### src/design/rv32_pkg.sv
`timescale 1ns / 1ps
`default_nettype none
package rv32_pkg;
    localparam int XLEN = 32;
    localparam int FUNC_W = 5;
    localparam int TAG_W = 3;
    // number of divider cells, one per quotient bit; the entry and exit stages come on top
    localparam int DIV_CELLS = XLEN;

    localparam logic [FUNC_W-1:0] F_ADD = 5'd0;
    localparam logic [FUNC_W-1:0] F_SUB = 5'd1;
    localparam logic [FUNC_W-1:0] F_AND = 5'd2;
    localparam logic [FUNC_W-1:0] F_OR = 5'd3;
    localparam logic [FUNC_W-1:0] F_XOR = 5'd4;
    localparam logic [FUNC_W-1:0] F_SLL = 5'd5;
    localparam logic [FUNC_W-1:0] F_SRL = 5'd6;
    localparam logic [FUNC_W-1:0] F_SRA = 5'd7;
    localparam logic [FUNC_W-1:0] F_SLT = 5'd8;
    localparam logic [FUNC_W-1:0] F_SLTU = 5'd9;
    localparam logic [FUNC_W-1:0] F_MUL = 5'd10;
    localparam logic [FUNC_W-1:0] F_MULH = 5'd11;
    localparam logic [FUNC_W-1:0] F_MULHSU = 5'd12;
    localparam logic [FUNC_W-1:0] F_MULHU = 5'd13;
    localparam logic [FUNC_W-1:0] F_DIV = 5'd14;
    localparam logic [FUNC_W-1:0] F_DIVU = 5'd15;
    localparam logic [FUNC_W-1:0] F_REM = 5'd16;
    localparam logic [FUNC_W-1:0] F_REMU = 5'd17;
    localparam logic [FUNC_W-1:0] F_BEQ = 5'd18;
    localparam logic [FUNC_W-1:0] F_BNE = 5'd19;
    localparam logic [FUNC_W-1:0] F_BLT = 5'd20;
    localparam logic [FUNC_W-1:0] F_BGE = 5'd21;
    localparam logic [FUNC_W-1:0] F_BLTU = 5'd22;
    localparam logic [FUNC_W-1:0] F_BGEU = 5'd23;
    localparam logic [FUNC_W-1:0] F_JAL = 5'd24;
    localparam logic [FUNC_W-1:0] F_JALR = 5'd25;
    localparam logic [FUNC_W-1:0] F_AUIPC = 5'd26;
    localparam logic [FUNC_W-1:0] F_LUI = 5'd27;

    // how the last stage builds the result
    localparam logic [TAG_W-1:0] K_PLAIN = 3'd0;
    localparam logic [TAG_W-1:0] K_MULLO = 3'd1;
    localparam logic [TAG_W-1:0] K_MULHI = 3'd2;
    localparam logic [TAG_W-1:0] K_QUOT = 3'd3;
    localparam logic [TAG_W-1:0] K_REM = 3'd4;

    localparam logic [XLEN-1:0] JALR_MASK = 32'hFFFF_FFFE;
    localparam logic [XLEN-1:0] INSN_BYTES = 32'd4;

    // state carried from cell to cell along the chain
    typedef struct packed {
        logic             vld;
        logic [TAG_W-1:0] kind;
        logic             neg_q;   // negate quotient / product at the end
        logic             neg_r;   // negate remainder at the end
        logic             fixed;   // result already known (div by zero, overflow, alu)
        logic [XLEN-1:0]  res;
        logic             taken;
        logic [XLEN-1:0]  target;
        logic [XLEN-1:0]  rem;     // partial remainder
        logic [XLEN-1:0]  quo;     // dividend shifting out, quotient shifting in
        logic [XLEN-1:0]  dvs;     // divisor magnitude
        logic [2*XLEN-1:0] prod;   // multiplier product magnitude
    } t_cell;
endpackage
`default_nettype wire

### src/design/rv32_div_cell.sv
`timescale 1ns / 1ps
`default_nettype none
module rv32_div_cell
    import rv32_pkg::*;
(
    input  wire logic  i_clk,
    input  wire logic  i_rst_n,
    input  wire logic  i_en,
    input  wire t_cell i_cell,
    output t_cell      o_cell
);
    t_cell r_cell;
    t_cell n_cell;
    logic [XLEN:0] w_trial;
    logic [XLEN:0] w_diff;

    // one restoring division step per cell
    always_comb begin
        n_cell = i_cell;
        w_trial = {i_cell.rem, i_cell.quo[XLEN-1]};
        w_diff = w_trial - {1'b0, i_cell.dvs};
        if (!w_diff[XLEN]) begin
            n_cell.rem = w_diff[XLEN-1:0];
            n_cell.quo = {i_cell.quo[XLEN-2:0], 1'b1};
        end else begin
            n_cell.rem = w_trial[XLEN-1:0];
            n_cell.quo = {i_cell.quo[XLEN-2:0], 1'b0};
        end
    end

    always_ff @(posedge i_clk) begin
        if (!i_rst_n) begin
            r_cell.vld <= 1'b0;
        end else if (i_en) begin
            r_cell.vld <= i_cell.vld;
        end
        if (i_en) begin
            r_cell.kind <= n_cell.kind;
            r_cell.neg_q <= n_cell.neg_q;
            r_cell.neg_r <= n_cell.neg_r;
            r_cell.fixed <= n_cell.fixed;
            r_cell.res <= n_cell.res;
            r_cell.taken <= n_cell.taken;
            r_cell.target <= n_cell.target;
            r_cell.rem <= n_cell.rem;
            r_cell.quo <= n_cell.quo;
            r_cell.dvs <= n_cell.dvs;
            r_cell.prod <= n_cell.prod;
        end
    end

    assign o_cell = r_cell;
endmodule
`default_nettype wire

### config.mk
export PLATFORM = sky130hd
export DESIGN_NAME = rv32_div_cell
export DESIGN_NICKNAME = d
export VERILOG_FILES = /design/src/design/rv32_pkg.sv /design/src/design/rv32_div_cell.sv
export SDC_FILE = /design/constraint.sdc
export NUM_CORES = 1
export LEC_CHECK = 0
export BUFFER_PORTS_ARGS = -buffer_cell sky130_fd_sc_hd__buf_2
export CAP_MARGIN = 20
export CORE_AREA = 2 2 182 184
export CTS_CLUSTER_DIAMETER = 50
export CTS_CLUSTER_SIZE = 8
export DETAILED_ROUTE_END_ITERATION = 8
export DIE_AREA = 0 0 184 186
export GPL_TIMING_DRIVEN = 0
export SYNTH_ARGS = -nofsm -noshare
export SYNTH_HDL_FRONTEND = slang
export SYNTH_SLANG_ARGS = --single-unit
### constraint.sdc
create_clock -name i_clk -period 5.59 [get_ports i_clk]
set_input_delay 0.8385 -clock i_clk [delete_from_list [all_inputs] [get_ports i_clk]]
set_output_delay 0.8385 -clock i_clk [all_outputs]
set_load 0.05 [all_outputs]
==> impl_metrics.json <==
{
  "rsz0062_at_grt": "false",
  "cts_setup_buffers": 0,
  "start_util_pct": 29.4,
  "ir_drop_mv": 0.233,
  "hold_viol_final": 0,
  "synth_seq_cells": 232,
  "gr-usage-met1_pct": 18.4,
  "dp_cells": 1454,
  "cts_made_buffers": 40,
  "drv_cap": 0,
  "synth_warnings": 0,
  "setup_ws_ps": 2000,
  "grt_usage_pct": 16.7,
  "internal_power_mw": 3.78,
  "p_per_area_nw_per_um2": 404,
  "hold_slack_ps": 487,
  "syn_avg_cell_area_um2": 16.4,
  "htree_num_levels": 2,
  "finalCriticalPeriod_ps": 3590,
  "rows": 66,
  "cp-start-kind": "input pin",
  "clock-skew-final_ps": 0,
  "crit_type": "input pin to flop",
  "grt_pass1_vias": 6746,
  "power.leakage_nw": 6.01,
  "ys_seq_area_share_pct": 73.5,
  "drt-vias-per-instance": 4.54,
  "min_from": "i_cell[201]",
  "stdcell_count": 1520,
  "port-buffer-count": 466,
  "core_area_um2": 32200,
  "tightestPinTransition_ps": 552,
  "tritoncts": "yes",
  "antenna_left": 0,
  "vias": 6899,
  "p_sw_share_pct": 30.9,
  "dp_hpwl_um": 23800,
  "dr.pass1.iters": 5,
  "status": "finished, final reports clean",
  "path_clk_slew_ps": 50,
  "routed_wl_um": 30400,
  "slew_viol_final": 0,
  "finalSetupViolCount": 0,
  "dp_slack_ps": 1370,
  "largest_register_ffs": 232,
  "combPwrFrac_pct": 22.0,
  "antenna_found_initial": 16,
  "multiInputGateArea_um2": 2290,
  "use_met3_pct": 7.00,
  "synth_ff_type": "edfxtp_1",
  "grt_pass1_wl_um": 41800,
  "die_x_um": 184,
  "grt_max_degree": 99,
  "met2_usage_pct": 28.3,
  "route.detailed.drc": 0,
  "power_frac_seq_pct": 39.1,
  "ios": 467,
  "hp-class": "input pin to flop",
  "cts_sinks": 232,
  "globalRouteOverflowTotal": 0,
  "arrival_ps": 3850,
  "die_area_um2": 34200,
  "worstSetupStartpoint": "i_cell[64]",
  "worstPathRequired_ps": 5850,
  "r2r-start": "o_cell[231]$_SDFFE_PN0P_",
  "gp_congestion": 0.854,
  "tns_ps": 0,
  "synth_edf_count": 231,
  "cts-hold-fix-buffers": 0,
  "clkPwrFrac_pct": 38.9,
  "async_flop_share_pct": 0,
  "cts_root_buffer": "clkbuf_16",
  "wl_per_cell_um": 20.0,
  "p_sw_mw": 1.69,
  "drive_gt1_share_pct": 50.5,
  "synthDistinctLibCells": 50,
  "nets": 1356,
  "syn-num-nets": 846,
  "drtIter0Drc": 340,
  "fmax_mhz": 279,
  "worst-path-max-fanout": 10,
  "top_usage_layer": "met2",
  "fp.dieH_um": 186,
  "areaGrowthSynthToFinish_pct": 43.0,
  "postSynthCellCount": 578,
  "slew_headroom_pct": 63.0,
  "clock_latency_ps": 520,
  "seqCellArea_um2": 6960,
  "worstSetupEndpointType": "flop",
  "syn_area_um2": 9470,
  "fill_cells": 3042,
  "cts_resized": 0,
  "fin_util_pct": 42.0,
  "finalCritPeriodShare_pct": 64.2,
  "cts.path.max_buffers": 3
}
==> layout make-up <==
| cell class | count | share of cell area [%] |
|---|---|---|
| Sequential cell | 232 | 51.4 |
| Timing Repair Buffer | 468 | 17.7 |
| Multi-Input combinational cell | 297 | 16.9 |
| Clock buffer | 48 | 7.62 |
| Tap cell | 408 | 3.77 |
| Inverter | 38 | 1.05 |
| Clock inverter | 12 | 0.841 |
| Buffer | 11 | 0.545 |
| Antenna cell | 6 | 0.111 |
==> worst max-delay path, stage by stage <==
cell	delay [ps]
buf_2	110
ha_1	220
fa_1	390
nand2b_1	190
a21oi_1	250
o211ai_1	170
a21oi_1	350
o31a_2	250
mux2i_1	90
nor2_2	400
buf_6	250
mux2_4	320
==> power groups by stage <==
stage | Sequential [mW] | Combinational (mW) | Clock (mW)
after CTS | 2.14 | 1.22 | 2.19
after global routing | 2.15 | 1.26 | 2.25
final | 2.14 | 1.20 | 2.13
after global placement | 2.18 | 1.20 | 0
after floorplan | 2.73 | 0.286 | 0
after detailed placement | 2.17 | 1.21 | 0
==> worst paths after layout <==
| kind | to | slack (ps) | cells past startpoint |
|---|---|---|---|
| hold / removal | o_cell[201]$_DFFE_PP_ | 490 | 1 |
| setup / recovery | o_cell[157]$_DFFE_PP_ | 2000 | 12 |
| hold reg to reg | o_cell[231]$_SDFFE_PN0P_ | 580 | 2 |
| setup reg to reg | o_cell[231]$_SDFFE_PN0P_ | 4920 | 2 |
==> logic make-up after synthesis <==
group                      Yosys count  share of synthesized area, %
adders and majority gates           33                          4.44
AOI/OAI and AO/OA                  107                          7.23
and+or+nand+nor                    100                          5.47
xor gates and xnor gates            23                          2.13
buffers and inverters               49                          2.29
muxes                               34                          4.96
DFF                                232                          73.5
==> layout by cell type, fill, tap and decap left out, types with 8 or more instances in the layout <==
cell type and n:
a21oi_1 38, clkbuf_1 13, clkbuf_16 40, nand2_1 27, xnor2_1 13, nand2b_1 8, o21ai_0 17, edfxtp_1 231
buf_2 466, a21o_1 18, mux2_4 25, nand3_1 10, nor2_1 18, xor2_1 10, inv_1 38, ha_1 32
==> per-stage QoR <==
| stage | cell area (um^2) | total power [mW] |
|---|---|---|
| final | 13500 | 5.47 |
| after detailed placement | 12400 | 3.38 |
| after global routing | 13500 | 5.67 |
| after global placement | 12300 | 3.38 |
| after CTS | 13500 | 5.55 |
| after floorplan | 9470 | 3.01 |
==> synth_stat cells, types with 2 or more instances <==
library cell	count	area share (%)
mux2i_1	6	0.63
nor2b_1	6	0.40
a21bo_2	3	0.32
nand4_1	6	0.40
nand2_1	27	1.1
a211oi_1	3	0.24
nand3b_1	2	0.16
and3_1	4	0.26
nand3_1	10	0.53
clkbuf_1	5	0.20
or3_1	2	0.13
o21a_1	5	0.40
o21ai_0	17	0.90
o211ai_1	6	0.48
ha_1	32	4.2
nor4b_1	2	0.19
o21bai_1	5	0.40
edfxtp_1	231	73
inv_1	38	1.5
xnor2_1	13	1.2
mux2_4	25	4.0
nand2b_1	8	0.53
and2_1	3	0.20
buf_6	4	0.48
a21o_1	18	1.4
mux2_2	3	0.36
nor2_1	18	0.71
xor2_1	10	0.93
nor4_1	2	0.13
a21oi_1	38	2.0
nor3_1	4	0.21
o31ai_1	2	0.16
and4_1	3	0.28
==> per-layer routing <==
metal / routed length (um) / share of wire, %
met5: 109 / 0.36
met4: 1050 / 3.5
met3: 3060 / 10
met2: 14800 / 49
met1: 11400 / 37
(Power assumes the default switching activity.)
