==> src/design/rv32_pkg.sv <==
`timescale 1ns / 1ps
`default_nettype none
package rv32_pkg;
    localparam int XLEN = 32;
    localparam int FUNC_W = 5;
    localparam int TAG_W = 3;
    // number of divider cells, one per quotient bit; the entry and exit stages come on top
    localparam int DIV_CELLS = XLEN;

    localparam logic [FUNC_W-1:0] F_ADD = 5'd0;
    localparam logic [FUNC_W-1:0] F_SUB = 5'd1;
    localparam logic [FUNC_W-1:0] F_AND = 5'd2;
    localparam logic [FUNC_W-1:0] F_OR = 5'd3;
    localparam logic [FUNC_W-1:0] F_XOR = 5'd4;
    localparam logic [FUNC_W-1:0] F_SLL = 5'd5;
    localparam logic [FUNC_W-1:0] F_SRL = 5'd6;
    localparam logic [FUNC_W-1:0] F_SRA = 5'd7;
    localparam logic [FUNC_W-1:0] F_SLT = 5'd8;
    localparam logic [FUNC_W-1:0] F_SLTU = 5'd9;
    localparam logic [FUNC_W-1:0] F_MUL = 5'd10;
    localparam logic [FUNC_W-1:0] F_MULH = 5'd11;
    localparam logic [FUNC_W-1:0] F_MULHSU = 5'd12;
    localparam logic [FUNC_W-1:0] F_MULHU = 5'd13;
    localparam logic [FUNC_W-1:0] F_DIV = 5'd14;
    localparam logic [FUNC_W-1:0] F_DIVU = 5'd15;
    localparam logic [FUNC_W-1:0] F_REM = 5'd16;
    localparam logic [FUNC_W-1:0] F_REMU = 5'd17;
    localparam logic [FUNC_W-1:0] F_BEQ = 5'd18;
    localparam logic [FUNC_W-1:0] F_BNE = 5'd19;
    localparam logic [FUNC_W-1:0] F_BLT = 5'd20;
    localparam logic [FUNC_W-1:0] F_BGE = 5'd21;
    localparam logic [FUNC_W-1:0] F_BLTU = 5'd22;
    localparam logic [FUNC_W-1:0] F_BGEU = 5'd23;
    localparam logic [FUNC_W-1:0] F_JAL = 5'd24;
    localparam logic [FUNC_W-1:0] F_JALR = 5'd25;
    localparam logic [FUNC_W-1:0] F_AUIPC = 5'd26;
    localparam logic [FUNC_W-1:0] F_LUI = 5'd27;

    // how the last stage builds the result
    localparam logic [TAG_W-1:0] K_PLAIN = 3'd0;
    localparam logic [TAG_W-1:0] K_MULLO = 3'd1;
    localparam logic [TAG_W-1:0] K_MULHI = 3'd2;
    localparam logic [TAG_W-1:0] K_QUOT = 3'd3;
    localparam logic [TAG_W-1:0] K_REM = 3'd4;

    localparam logic [XLEN-1:0] JALR_MASK = 32'hFFFF_FFFE;
    localparam logic [XLEN-1:0] INSN_BYTES = 32'd4;

    // state carried from cell to cell along the chain
    typedef struct packed {
        logic             vld;
        logic [TAG_W-1:0] kind;
        logic             neg_q;   // negate quotient / product at the end
        logic             neg_r;   // negate remainder at the end
        logic             fixed;   // result already known (div by zero, overflow, alu)
        logic [XLEN-1:0]  res;
        logic             taken;
        logic [XLEN-1:0]  target;
        logic [XLEN-1:0]  rem;     // partial remainder
        logic [XLEN-1:0]  quo;     // dividend shifting out, quotient shifting in
        logic [XLEN-1:0]  dvs;     // divisor magnitude
        logic [2*XLEN-1:0] prod;   // multiplier product magnitude
    } t_cell;
endpackage
`default_nettype wire

==> src/design/rv32_back.sv <==
`timescale 1ns / 1ps
`default_nettype none
module rv32_back
    import rv32_pkg::*;
(
    input  wire logic            i_clk,
    input  wire logic            i_rst_n,
    input  wire logic            i_en,
    input  wire t_cell           i_cell,
    output logic                 o_vld,
    output logic [XLEN-1:0]      o_res,
    output logic                 o_taken,
    output logic [XLEN-1:0]      o_target
);
    logic r_vld;
    logic [XLEN-1:0] r_res, r_target;
    logic r_taken;
    logic [XLEN-1:0] n_res;
    logic [2*XLEN-1:0] w_p;

    always_comb begin
        w_p = i_cell.neg_q ? (~i_cell.prod + 1'b1) : i_cell.prod;
        n_res = i_cell.res;
        if (!i_cell.fixed) begin
            case (i_cell.kind)
                K_MULLO: n_res = w_p[XLEN-1:0];
                K_MULHI: n_res = w_p[2*XLEN-1:XLEN];
                K_QUOT: n_res = i_cell.neg_q ? (~i_cell.quo + 1'b1) : i_cell.quo;
                K_REM: n_res = i_cell.neg_r ? (~i_cell.rem + 1'b1) : i_cell.rem;
                default: n_res = i_cell.res;
            endcase
        end
    end

    always_ff @(posedge i_clk) begin
        if (!i_rst_n) begin
            r_vld <= 1'b0;
        end else if (i_en) begin
            r_vld <= i_cell.vld;
        end
        if (i_en) begin
            r_res <= n_res;
            r_taken <= i_cell.taken;
            r_target <= i_cell.target;
        end
    end

    assign o_vld = r_vld;
    assign o_res = r_res;
    assign o_taken = r_taken;
    assign o_target = r_target;
endmodule
`default_nettype wire

==> config.mk <==
export PLATFORM = sky130hd
export DESIGN_NAME = rv32_back
export DESIGN_NICKNAME = d
export VERILOG_FILES = /design/src/design/rv32_pkg.sv /design/src/design/rv32_back.sv
export SDC_FILE = /design/constraint.sdc
export NUM_CORES = 1
export LEC_CHECK = 0
export ABC_AREA = 1
export BUFFER_PORTS_ARGS = -buffer_cell sky130_fd_sc_hd__buf_2
export CAP_MARGIN = 20
export CORE_UTILIZATION = 45
export DETAILED_ROUTE_END_ITERATION = 7
export GPL_TIMING_DRIVEN = 0
export HOLD_SLACK_MARGIN = 0.06
export PLACE_DENSITY = 0.81
export REMOVE_ABC_BUFFERS = 1
export SLEW_MARGIN = 10
export SYNTH_ARGS = -nofsm -noshare
export SYNTH_HDL_FRONTEND = slang
export SYNTH_SLANG_ARGS = --single-unit
==> constraint.sdc <==
create_clock -name i_clk -period 3.3 [get_ports i_clk]
set_input_delay 0.33 -clock i_clk [delete_from_list [all_inputs] [get_ports i_clk]]
set_output_delay 0.33 -clock i_clk [all_outputs]
set_load 0.005 [all_outputs]
==> PnR_summary.wiki <==
{| class="wikitable"
! Metric !! Value
|-
| Result of the run || completed
|-
| Share of post-route cells with drive strength above 1 || 0.238
|-
| Global placer's final weighted congestion || 1.00
|-
| Count of buffers inserted at the top-level ports || 268
|-
| Kind of start point of the critical path || input pin
|-
| Max-slew headroom || 0.388
|-
| Number of global-route vias before repair || 8445
|-
| Number of enable flip-flop cells after synthesis || 65
|-
| Predominant post-synthesis flop cell || sky130_fd_sc_hd__edfxtp_1
|-
| Deepest clock path buffer count || 2
|-
| Number of max-cap violations || 0
|-
| Worst slack at placement || -0.0553 ns
|-
| Cell taking the most area after synthesis || sky130_fd_sc_hd__edfxtp_1
|-
| Peak fanout along the critical path || 58
|-
| Seq. cell area || 0.00197 mm2
|-
| Final period utilization || 0.944
|-
| Post-layout util || 0.571
|-
| Highest-delay cell along the critical path || sky130_fd_sc_hd__clkinv_1
|-
| Chip Height || 132 um
|-
| Share of the synthesized area in the top cell type || 0.258
|-
| Slew at the pin with the worst max-slew slack || 0.913 ns
|-
| Min Hold Slack || 0.158 ns
|-
| Detail Placement HPWL || 24.3 mm
|-
| RSZ-0062 raised after global routing || no
|-
| Clock buffers created by TritonCTS || 9
|-
| Multi-input combinational cell area || 0.00487 mm2
|-
| Floorplan die area || 0.0173 mm2
|-
| Critical path buffers and inverters || 3
|-
| Class of the tightest hold or removal check || input pin to flip-flop
|-
| Final Net Count || 1765
|-
| Initial DRC Count || 923
|-
| Pin count of the biggest net entering global routing || 68
|-
| Resize count post-CTS || 0
|-
| Global-route wire length before repair || 45.1 mm
|-
| Peak supply drop || 0.249 mV
|-
| Syn Std Cell Area || 0.00756 mm2
|-
| Worst-Skew Late Latency || 0.34 ns
|-
| Setup-violating endpoint count in the final report || 0
|-
| Root buf cell || sky130_fd_sc_hd__clkbuf_16
|-
| Final global-route overflow total || 0
|-
| Final std cells w/o fill || 1753
|-
| Data required time of the worst path || 3.49 ns
|-
| Synth Warn # || 0
|-
| DRC viols || 0
|-
| Cts hold-fix bufs || 0
|-
| Leakage power summed over all cells || 0.00444 uW
|-
| CP max stage delay || 0.77 ns
|-
| Gate Count Post-Synth || 1278
|-
| Horizontal die dimension || 132 um
|-
| Gr usage total || 0.339
|-
| Kind of critical path || input pin to flip-flop
|-
| Initial core utilization || 0.459
|-
| Most numerous cell on the critical path || sky130_fd_sc_hd__nor2_1
|-
| Min setup slack post-route || 0.183 ns
|-
| Critical path, cell by cell || buf_4 > buf_12 > clkinv_1 > nor2_1 > nor2_2 > nand2_1 > nor2_1 > o21ai_0 > nor2_1 > a21oi_1
|-
| Cell variety after synth || 49
|-
| Sum of routed wire length over all layers || 29.7 mm
|-
| Number of fill cells in the layout || 1706
|-
| Part of the Yosys area used for sequential elements || 0.261
|-
| Vias per Instance || 5.42
|-
| Number of setup buffers added after CTS || 0
|-
| Arr. time, crit path || 3.31 ns
|-
| Number of primary I/O pins || 301
|-
| Syn-to-layout area delta || 24.4%
|-
| Fraction of synthesis flops using an asynchronous set or reset pin || 0
|-
| Avg Inst Size Synth || 5.91 um2
|-
| Power density over the cells || 316 mW/mm2
|-
| Clock-pin slew reported for the worst setup and hold paths after clock tree synthesis || 0.06 ns
|-
| Placed cell count || 1735
|-
| Max Freq || 321 MHz
|-
| Std-Cell Core Area || 0.0165 mm2
|-
| Top cell family by delay on the critical path || buffers and inverters
|-
| Average wire per cell in the routed design || 17.0 um
|-
| Final Hold Viols || 0
|-
| Total iterations of the first detailed-routing run || 5
|-
| Clock tree from TritonCTS || yes
|-
| Number of sinks handled by clock tree synthesis || 66
|-
| Rows || 47
|-
| Residual antenna-violating net count after detailed routing || 0
|-
| Minimum clock period after layout || 3.12 ns
|-
| Synth area leaders || sky130_fd_sc_hd__edfxtp_1, sky130_fd_sc_hd__nand2_1, sky130_fd_sc_hd__nor2_1, sky130_fd_sc_hd__nand3_1, sky130_fd_sc_hd__inv_1
|-
| Initial antenna violation count || 1
|-
| Sum of negative setup slack || 0 ns
|-
| Fin Clk Skew || 0 ns
|-
| H-Tree Level Count || 3
|-
| Number of vias after detailed routing || 9503
|-
| Register bit count reported by yosys || 66
|-
| Kind of capture point of the worst setup path || flip-flop
|-
| Final max-slew violation count || 0
|}
cells in the mapped netlist (2+ instances only):
cell type and number:
sky130_fd_sc_hd__inv_2 10, sky130_fd_sc_hd__nor3_1 18, sky130_fd_sc_hd__o21ai_2 3, sky130_fd_sc_hd__nand3_2 8, sky130_fd_sc_hd__nor2_8 2, sky130_fd_sc_hd__o21a_1 3
sky130_fd_sc_hd__nor2_2 16, sky130_fd_sc_hd__or2_2 7, sky130_fd_sc_hd__buf_2 19, sky130_fd_sc_hd__and2_1 2, sky130_fd_sc_hd__a21oi_1 69, sky130_fd_sc_hd__o22ai_1 2
sky130_fd_sc_hd__nand2_2 11, sky130_fd_sc_hd__nand2_1 337, sky130_fd_sc_hd__o211ai_1 4, sky130_fd_sc_hd__edfxtp_1 65, sky130_fd_sc_hd__nor2_4 7, sky130_fd_sc_hd__clkbuf_8 2
sky130_fd_sc_hd__nand3_1 164, sky130_fd_sc_hd__clkbuf_1 6, sky130_fd_sc_hd__ha_1 3, sky130_fd_sc_hd__or2_1 2, sky130_fd_sc_hd__o21ai_4 2, sky130_fd_sc_hd__buf_4 2
sky130_fd_sc_hd__o21ai_1 11, sky130_fd_sc_hd__clkinv_1 2, sky130_fd_sc_hd__nand4_1 25, sky130_fd_sc_hd__nand2_4 7, sky130_fd_sc_hd__nor2_1 246, sky130_fd_sc_hd__o21ai_0 66
sky130_fd_sc_hd__buf_6 3, sky130_fd_sc_hd__inv_1 126, sky130_fd_sc_hd__nand3b_1 12
layer usage:
metal | GRT usage | wire [um]
met5 | 0 | 0
met2 | 0.574 | 14000
met1 | 0.430 | 12100
met3 | 0.0532 | 2540
met4 | 0.132 | 1100
stage by stage:
| step | total power (uW) | instance area (um2) |
|---|---|---|
| after floorplan | 1430 | 7360 |
| final | 2970 | 9400 |
| after global routing | 3090 | 9400 |
| after detailed placement | 1850 | 9030 |
| after CTS | 2970 | 9380 |
| after global placement | 1830 | 8980 |
sequential cells by signal, summed over array words and instances, names as in the netlist:
name      flops
o_vld         1
o_target     32
o_taken       1
o_res        32
worst paths after layout:
check,cells after the start,startpoint,end,slack [ns]
setup / recovery,10,i_cell[227],o_res[21],0.18
hold reg to reg,2,o_vld,o_vld,0.57
hold / removal,1,i_cell[176],o_target[16],0.16
setup reg to reg,2,o_vld,o_vld,2.61
where the power goes:
group	switching [uW]	internal (uW)	leakage (uW)	total, uW
combinational	525	297	0.00363	822
sequential	18.5	1010	0.000645	1030
clock	377	744	0.000167	1120
total	921	2050	0.00444	2970
layout make-up:
type                    instances  area share
multi-input cells            1040       0.518
flip-flops and latches         66       0.210
repair buffers                271       0.150
inverters                     139      0.0556
well taps                     220      0.0293
clock buffers                   9      0.0240
clock inverters                 7      0.0132
diodes                          1    0.000266
logic make-up after synthesis:
family	Yosys count	share of synthesized area
buffers and inverters	172	0.0954
flip-flops	66	0.261
adder cells (fa/ha/maj)	3	0.00497
AO/OA/AOI/OAI	168	0.122
AND/OR/NAND/NOR	869	0.517
cell usage in the layout, fill, tap and decap left out, drive strengths merged, types with 4 or more instances in the layout:
cell / instances
nand3b: 12
nor2: 271
o21ai: 82
clkinv: 4
clkbuf: 9
nand2: 355
edfxtp: 65
nand3: 173
inv: 138
or2: 9
buf: 271
o211ai: 4
a21oi: 70
nand4: 25
nor3: 19
worst register-to-register path, delay by kind of cell, from the launching register on:
kind,cells,cell delay (ns)
compound gates,2,0.24
flops,1,0.30
Power figures use the tool's default switching activity.
