[src/design/rv32_pkg.sv]
`timescale 1ns / 1ps
`default_nettype none
package rv32_pkg;
    localparam int XLEN = 32;
    localparam int FUNC_W = 5;
    localparam int TAG_W = 3;
    // number of divider cells, one per quotient bit; the entry and exit stages come on top
    localparam int DIV_CELLS = XLEN;

    localparam logic [FUNC_W-1:0] F_ADD = 5'd0;
    localparam logic [FUNC_W-1:0] F_SUB = 5'd1;
    localparam logic [FUNC_W-1:0] F_AND = 5'd2;
    localparam logic [FUNC_W-1:0] F_OR = 5'd3;
    localparam logic [FUNC_W-1:0] F_XOR = 5'd4;
    localparam logic [FUNC_W-1:0] F_SLL = 5'd5;
    localparam logic [FUNC_W-1:0] F_SRL = 5'd6;
    localparam logic [FUNC_W-1:0] F_SRA = 5'd7;
    localparam logic [FUNC_W-1:0] F_SLT = 5'd8;
    localparam logic [FUNC_W-1:0] F_SLTU = 5'd9;
    localparam logic [FUNC_W-1:0] F_MUL = 5'd10;
    localparam logic [FUNC_W-1:0] F_MULH = 5'd11;
    localparam logic [FUNC_W-1:0] F_MULHSU = 5'd12;
    localparam logic [FUNC_W-1:0] F_MULHU = 5'd13;
    localparam logic [FUNC_W-1:0] F_DIV = 5'd14;
    localparam logic [FUNC_W-1:0] F_DIVU = 5'd15;
    localparam logic [FUNC_W-1:0] F_REM = 5'd16;
    localparam logic [FUNC_W-1:0] F_REMU = 5'd17;
    localparam logic [FUNC_W-1:0] F_BEQ = 5'd18;
    localparam logic [FUNC_W-1:0] F_BNE = 5'd19;
    localparam logic [FUNC_W-1:0] F_BLT = 5'd20;
    localparam logic [FUNC_W-1:0] F_BGE = 5'd21;
    localparam logic [FUNC_W-1:0] F_BLTU = 5'd22;
    localparam logic [FUNC_W-1:0] F_BGEU = 5'd23;
    localparam logic [FUNC_W-1:0] F_JAL = 5'd24;
    localparam logic [FUNC_W-1:0] F_JALR = 5'd25;
    localparam logic [FUNC_W-1:0] F_AUIPC = 5'd26;
    localparam logic [FUNC_W-1:0] F_LUI = 5'd27;

    // how the last stage builds the result
    localparam logic [TAG_W-1:0] K_PLAIN = 3'd0;
    localparam logic [TAG_W-1:0] K_MULLO = 3'd1;
    localparam logic [TAG_W-1:0] K_MULHI = 3'd2;
    localparam logic [TAG_W-1:0] K_QUOT = 3'd3;
    localparam logic [TAG_W-1:0] K_REM = 3'd4;

    localparam logic [XLEN-1:0] JALR_MASK = 32'hFFFF_FFFE;
    localparam logic [XLEN-1:0] INSN_BYTES = 32'd4;

    // state carried from cell to cell along the chain
    typedef struct packed {
        logic             vld;
        logic [TAG_W-1:0] kind;
        logic             neg_q;   // negate quotient / product at the end
        logic             neg_r;   // negate remainder at the end
        logic             fixed;   // result already known (div by zero, overflow, alu)
        logic [XLEN-1:0]  res;
        logic             taken;
        logic [XLEN-1:0]  target;
        logic [XLEN-1:0]  rem;     // partial remainder
        logic [XLEN-1:0]  quo;     // dividend shifting out, quotient shifting in
        logic [XLEN-1:0]  dvs;     // divisor magnitude
        logic [2*XLEN-1:0] prod;   // multiplier product magnitude
    } t_cell;
endpackage
`default_nettype wire

[src/design/rv32_front.sv]
`timescale 1ns / 1ps
`default_nettype none
module rv32_front
    import rv32_pkg::*;
(
    input  wire logic              i_clk,
    input  wire logic              i_rst_n,
    input  wire logic              i_en,
    input  wire logic              i_vld,
    input  wire logic [FUNC_W-1:0] i_func,
    input  wire logic              i_use_imm,
    input  wire logic [XLEN-1:0]   i_a,
    input  wire logic [XLEN-1:0]   i_b,
    input  wire logic [XLEN-1:0]   i_imm,
    input  wire logic [XLEN-1:0]   i_pc,
    output t_cell                  o_cell
);
    t_cell r_cell;
    t_cell n_cell;
    logic [XLEN-1:0] w_op2;
    logic [4:0] w_sh;
    logic w_lts, w_ltu, w_lts_b, w_ltu_b, w_cond, w_br;
    logic w_sa, w_sb;
    logic [XLEN-1:0] w_ma, w_mb;
    logic [2*XLEN-1:0] w_sra;

    always_comb begin
        w_op2 = i_use_imm ? i_imm : i_b;
        w_sh = w_op2[4:0];
        w_lts = $signed(i_a) < $signed(w_op2);
        w_ltu = i_a < w_op2;
        w_lts_b = $signed(i_a) < $signed(i_b);
        w_ltu_b = i_a < i_b;
        w_sra = {{XLEN{i_a[XLEN-1]}}, i_a} >> w_sh;
        w_sa = 1'b0;
        w_sb = 1'b0;
        w_cond = 1'b0;
        w_br = 1'b0;
        n_cell = '0;
        n_cell.vld = i_vld;
        n_cell.kind = K_PLAIN;
        n_cell.fixed = 1'b1;
        unique case (i_func) inside
            F_ADD: n_cell.res = i_a + w_op2;
            F_SUB: n_cell.res = i_a - w_op2;
            F_AND: n_cell.res = i_a & w_op2;
            F_OR: n_cell.res = i_a | w_op2;
            F_XOR: n_cell.res = i_a ^ w_op2;
            F_SLL: n_cell.res = i_a << w_sh;
            F_SRL: n_cell.res = i_a >> w_sh;
            F_SRA: n_cell.res = w_sra[XLEN-1:0];
            F_SLT: n_cell.res = {{(XLEN-1){1'b0}}, w_lts};
            F_SLTU: n_cell.res = {{(XLEN-1){1'b0}}, w_ltu};
            F_MUL, F_MULH, F_MULHSU, F_MULHU: begin
                n_cell.kind = (i_func == F_MUL) ? K_MULLO : K_MULHI;
                n_cell.fixed = 1'b0;
                w_sa = (i_func == F_MULH || i_func == F_MULHSU) && i_a[XLEN-1];
                w_sb = (i_func == F_MULH) && i_b[XLEN-1];
            end
            F_DIV, F_DIVU, F_REM, F_REMU: begin
                n_cell.kind = (i_func == F_DIV || i_func == F_DIVU) ? K_QUOT : K_REM;
                w_sa = (i_func == F_DIV || i_func == F_REM) && i_a[XLEN-1];
                w_sb = (i_func == F_DIV || i_func == F_REM) && i_b[XLEN-1];
                if (i_b == '0) begin
                    n_cell.res = (n_cell.kind == K_QUOT) ? '1 : i_a;
                end else if ((i_func == F_DIV || i_func == F_REM) &&
                             i_a == {1'b1, {(XLEN-1){1'b0}}} && i_b == '1) begin
                    n_cell.res = (n_cell.kind == K_QUOT) ? i_a : '0;
                end else begin
                    n_cell.fixed = 1'b0;
                end
            end
            F_BEQ: begin w_br = 1'b1; w_cond = i_a == i_b; end
            F_BNE: begin w_br = 1'b1; w_cond = i_a != i_b; end
            F_BLT: begin w_br = 1'b1; w_cond = w_lts_b; end
            F_BGE: begin w_br = 1'b1; w_cond = !w_lts_b; end
            F_BLTU: begin w_br = 1'b1; w_cond = w_ltu_b; end
            F_BGEU: begin w_br = 1'b1; w_cond = !w_ltu_b; end
            F_JAL: begin
                n_cell.taken = 1'b1;
                n_cell.target = i_pc + i_imm;
                n_cell.res = i_pc + INSN_BYTES;
            end
            F_JALR: begin
                n_cell.taken = 1'b1;
                n_cell.target = (i_a + i_imm) & JALR_MASK;
                n_cell.res = i_pc + INSN_BYTES;
            end
            F_AUIPC: n_cell.res = i_pc + i_imm;
            F_LUI: n_cell.res = i_imm;
            default: n_cell.res = '0;
        endcase
        if (w_br && w_cond) begin
            n_cell.taken = 1'b1;
            n_cell.target = i_pc + i_imm;
        end
        w_ma = w_sa ? (~i_a + 1'b1) : i_a;
        w_mb = w_sb ? (~i_b + 1'b1) : i_b;
        n_cell.neg_q = w_sa ^ w_sb;
        n_cell.neg_r = w_sa;
        n_cell.quo = w_ma;
        n_cell.dvs = w_mb;
    end

    always_ff @(posedge i_clk) begin
        if (!i_rst_n) begin
            r_cell.vld <= 1'b0;
        end else if (i_en) begin
            r_cell.vld <= n_cell.vld;
        end
        if (i_en) begin
            r_cell.kind <= n_cell.kind;
            r_cell.neg_q <= n_cell.neg_q;
            r_cell.neg_r <= n_cell.neg_r;
            r_cell.fixed <= n_cell.fixed;
            r_cell.res <= n_cell.res;
            r_cell.taken <= n_cell.taken;
            r_cell.target <= n_cell.target;
            r_cell.rem <= n_cell.rem;
            r_cell.quo <= n_cell.quo;
            r_cell.dvs <= n_cell.dvs;
            // unsigned 32x32 magnitude product, one multiplier, registered
            r_cell.prod <= {{XLEN{1'b0}}, w_ma} * {{XLEN{1'b0}}, w_mb};
        end
    end

    assign o_cell = r_cell;
endmodule
`default_nettype wire

[config.mk]
export PLATFORM = sky130hd
export DESIGN_NAME = rv32_front
export DESIGN_NICKNAME = d
export VERILOG_FILES = /design/src/design/rv32_pkg.sv /design/src/design/rv32_front.sv
export SDC_FILE = /design/constraint.sdc
export NUM_CORES = 2
export LEC_CHECK = 0
export BUFFER_PORTS_ARGS = -buffer_cell sky130_fd_sc_hd__buf_2
export CELL_PAD_IN_SITES_DETAIL_PLACEMENT = 0
export CELL_PAD_IN_SITES_GLOBAL_PLACEMENT = 2
export CORE_UTILIZATION = 30
export CTS_BUF_LIST = sky130_fd_sc_hd__clkbuf_8
export CTS_CLUSTER_DIAMETER = 80
export DETAILED_ROUTE_END_ITERATION = 6
export PLACE_DENSITY = 0.76
export SLEW_MARGIN = 10
export SYNTH_ARGS = -nofsm -noshare
export SYNTH_HDL_FRONTEND = slang
export SYNTH_SLANG_ARGS = --single-unit
export TNS_END_PERCENT = 50
[constraint.sdc]
create_clock -name i_clk -period 31.4 [get_ports i_clk]
set_input_delay 3.14 -clock i_clk [delete_from_list [all_inputs] [get_ports i_clk]]
set_output_delay 3.14 -clock i_clk [all_outputs]
set_load 0.05 [all_outputs]
==> reports/metrics.csv <==
stage,metric,value,unit
global_route,vias in the first global route,48400,
timing,Final Hold Fails,0,
drt,via count,47100,
flow_run,Max-Cap Viols,0,
floorplan,die span in y,425,um
cts,CTS max path bufs,2,
worst_setup_path,Slowest Stage Delay on Critical Path,770,ps
synth,Synth Instances,6324,
cts,Sink Count,200,
timing,Period minus WS final,13940,ps
drt,mean routed wirelength per cell,25.8,um
final_layout,post-layout util,0.331,
worst_setup_path,Worst Path Required,31970,ps
run_status,outcome,finished clean,
worst_setup_path,Worst Path Buf+Inv,7,
worst_setup_path,Crit Path Max Fanout,29,
final_layout,Finished Cell Area,58900,um^2
timing,RSZ-0062 raised after global routing,false,
global_route,GRT Util Overall,0.254,
cts,clk slew on worst S/H paths,110,ps
synth,"EDFF count, synth",199,
worst_setup_path,Crit-path slowest cell,o41ai_1,
final_layout,Layout area overhead,9.55,%
place,post-detail-place hpwl,182000,um
synth,post-synthesis instance area,53800,um^2
synth,most frequent cell after synthesis,inv_1,
synth,Synth area leaders,"fa_1 (34%), edfxtp_1 (11%), ha_1 (11%)",
synth,Yosys top cell by area,fa_1,
final_layout,share of cells above drive strength 1,0.101,
synth,Yosys reg bits,200,
global_route,GRT Max-Usage Layer,met2,
timing,endpoints failing setup,0,
floorplan,IO Pins,370,
worst_setup_path,"CP delay by family, top",adder cells,
worst_setup_path,cell repeated most along the worst path,fa_1,
timing,Final Max Slew Viols,0,
worst_setup_path,Worst EP arrival,14520,ps
floorplan,Initial Util,0.302,
global_route,Congestion Overflow GR,0,
worst_setup_path,Worst setup SP type,input pin,
place,# port buffers,337,
timing,Worst-Margin Slew,1210,ps
worst_setup_path,Worst setup EP type,flip-flop,
final_layout,Final nets,7977,
cts,CTS tree,built,
synth,Post-synth top flop,edfxtp_1,
cts,root buf cell,clkbuf_8,
drt,Final ANT Viol Nets,0,
drt,vias per inst,5.30,
cts,setup repair bufs after CTS,0,
synth,synth cell count leaders,"inv_1 (1023), fa_1 (900), nor2_1 (848)",
drt,initial drt markers,3867,
synth,yosys warns,0,
place,placed instance area,58400,um^2
place,GPL Wtd Cong,0.940,
global_route,initial antenna violation count,28,
cts,# resized after CTS,0,
cts,CTS buffer count,17,
drt,Residual DRC,0,
hold_path,Hold Crit Class,flip-flop to flip-flop,
floorplan,core area,178000,um^2
worst_setup_path,Worst Setup Path Type,input pin to flip-flop,
synth,Syn Area/Cell,8.50,um^2
synth,Netlist cell types,97,
global_route,largest net degree at the start of global routing,65,
global_route,met1 Track Usage GR,0.335,
timing,Final Skew,0,ps
floorplan,die area,181000,um^2
timing,Slew headroom,0.181,
cts,Hold Buf Count CTS,0,
drt,TritonRoute pass-1 iters,6,
final_layout,fill count,18800,
cts,worst skew pair latency,720,ps
global_route,first-pass GRT wire length,336000,um
timing,highest clock rate,71.7,MHz
synth,asr flop ratio synth,0,
floorplan,Chip Width,425,um
global_route,met2 usage,0.407,
drt,total wire length,229000,um
floorplan,row count,155,
final_layout,max reg flops,200,
timing,final period utilization,0.444,
synth,Synth top area share,0.335,
timing,total negative setup slack,0,ps
global_route,met3 usage in global routing,0.0411,
synth,"Seq/Total Area, Yosys",0.111,
cts,H-Tree Level Count,4,
[metrics by stage]
step	worst slack [ps]	instances	hold slack (ps)
floorplan	19110	6355	743
global placement	17080	8817	490
detailed placement	17010	8817	508
CTS	17800	8849	538
global route	17140	8871	565
finish	17460	8871	528
[final timing paths]
kind / end / slack [ps] / cells after the start / startpoint
worst max-delay path: o_cell[62] / 17460 / 30 / i_func[0]
worst max register to register: o_cell[231] / 30800 / 2 / o_cell[231]
worst min-delay path: o_cell[231] / 530 / 2 / o_cell[231]
worst min register to register: o_cell[231] / 530 / 2 / o_cell[231]
[area by class of cell]
class | count | area, um^2 | share of cell area
Clock inverter | 15 | 178 | 0.00302
Timing Repair Buffer | 474 | 2730 | 0.0463
Multi-Input combinational cell | 4734 | 42800 | 0.727
Tap cell | 2355 | 2950 | 0.0500
Antenna cell | 22 | 55.1 | 0.000934
Sequential cell | 200 | 6000 | 0.102
Clock buffer | 17 | 234 | 0.00397
Inverter | 1054 | 3960 | 0.0672
[cell families after synthesis]
family,after synthesis,synth area share
flip-flops,200,0.111
AO/OA/AOI/OAI,1085,0.132
multiplexers,105,0.0253
adder cells (fa/ha/maj),1358,0.442
other,1,0.0000697
XOR/XNOR,208,0.0343
buffers and inverters,1421,0.102
AND/OR/NAND/NOR,1946,0.153
[cell usage in the layout, fill, tap and decap left out, types with 44 or more instances in the layout]
cell type and instances:
nand2_1 722, a21o_1 84, buf_2 336, xnor2_1 93, a21oi_1 258, o21ai_0 236, o211ai_1 64, mux2i_1 74
xor2_1 67, xnor2_2 46, nand3_1 77, nand4_1 48, nor2_1 842, fa_1 900, nor3_1 47, edfxtp_1 199
buf_4 137, a31oi_1 44, inv_1 1022, ha_1 458
[per-layer routing]
metal / vias to the layer above / routed length [um]
met3: 318 / 15500
met2: 1901 / 106000
met5: - / 23
li1: 20700 / -
met4: 4 / 10500
met1: 24100 / 97200
[tightest hold or removal path: stages, from the launching register on]
cell and delay (ps):
dfxtp_1 340, mux2i_1 60, nor2b_1 100
Power is not shown: default switching activity piles up to over one toggle a cycle in this logic, so the estimate is an artifact.
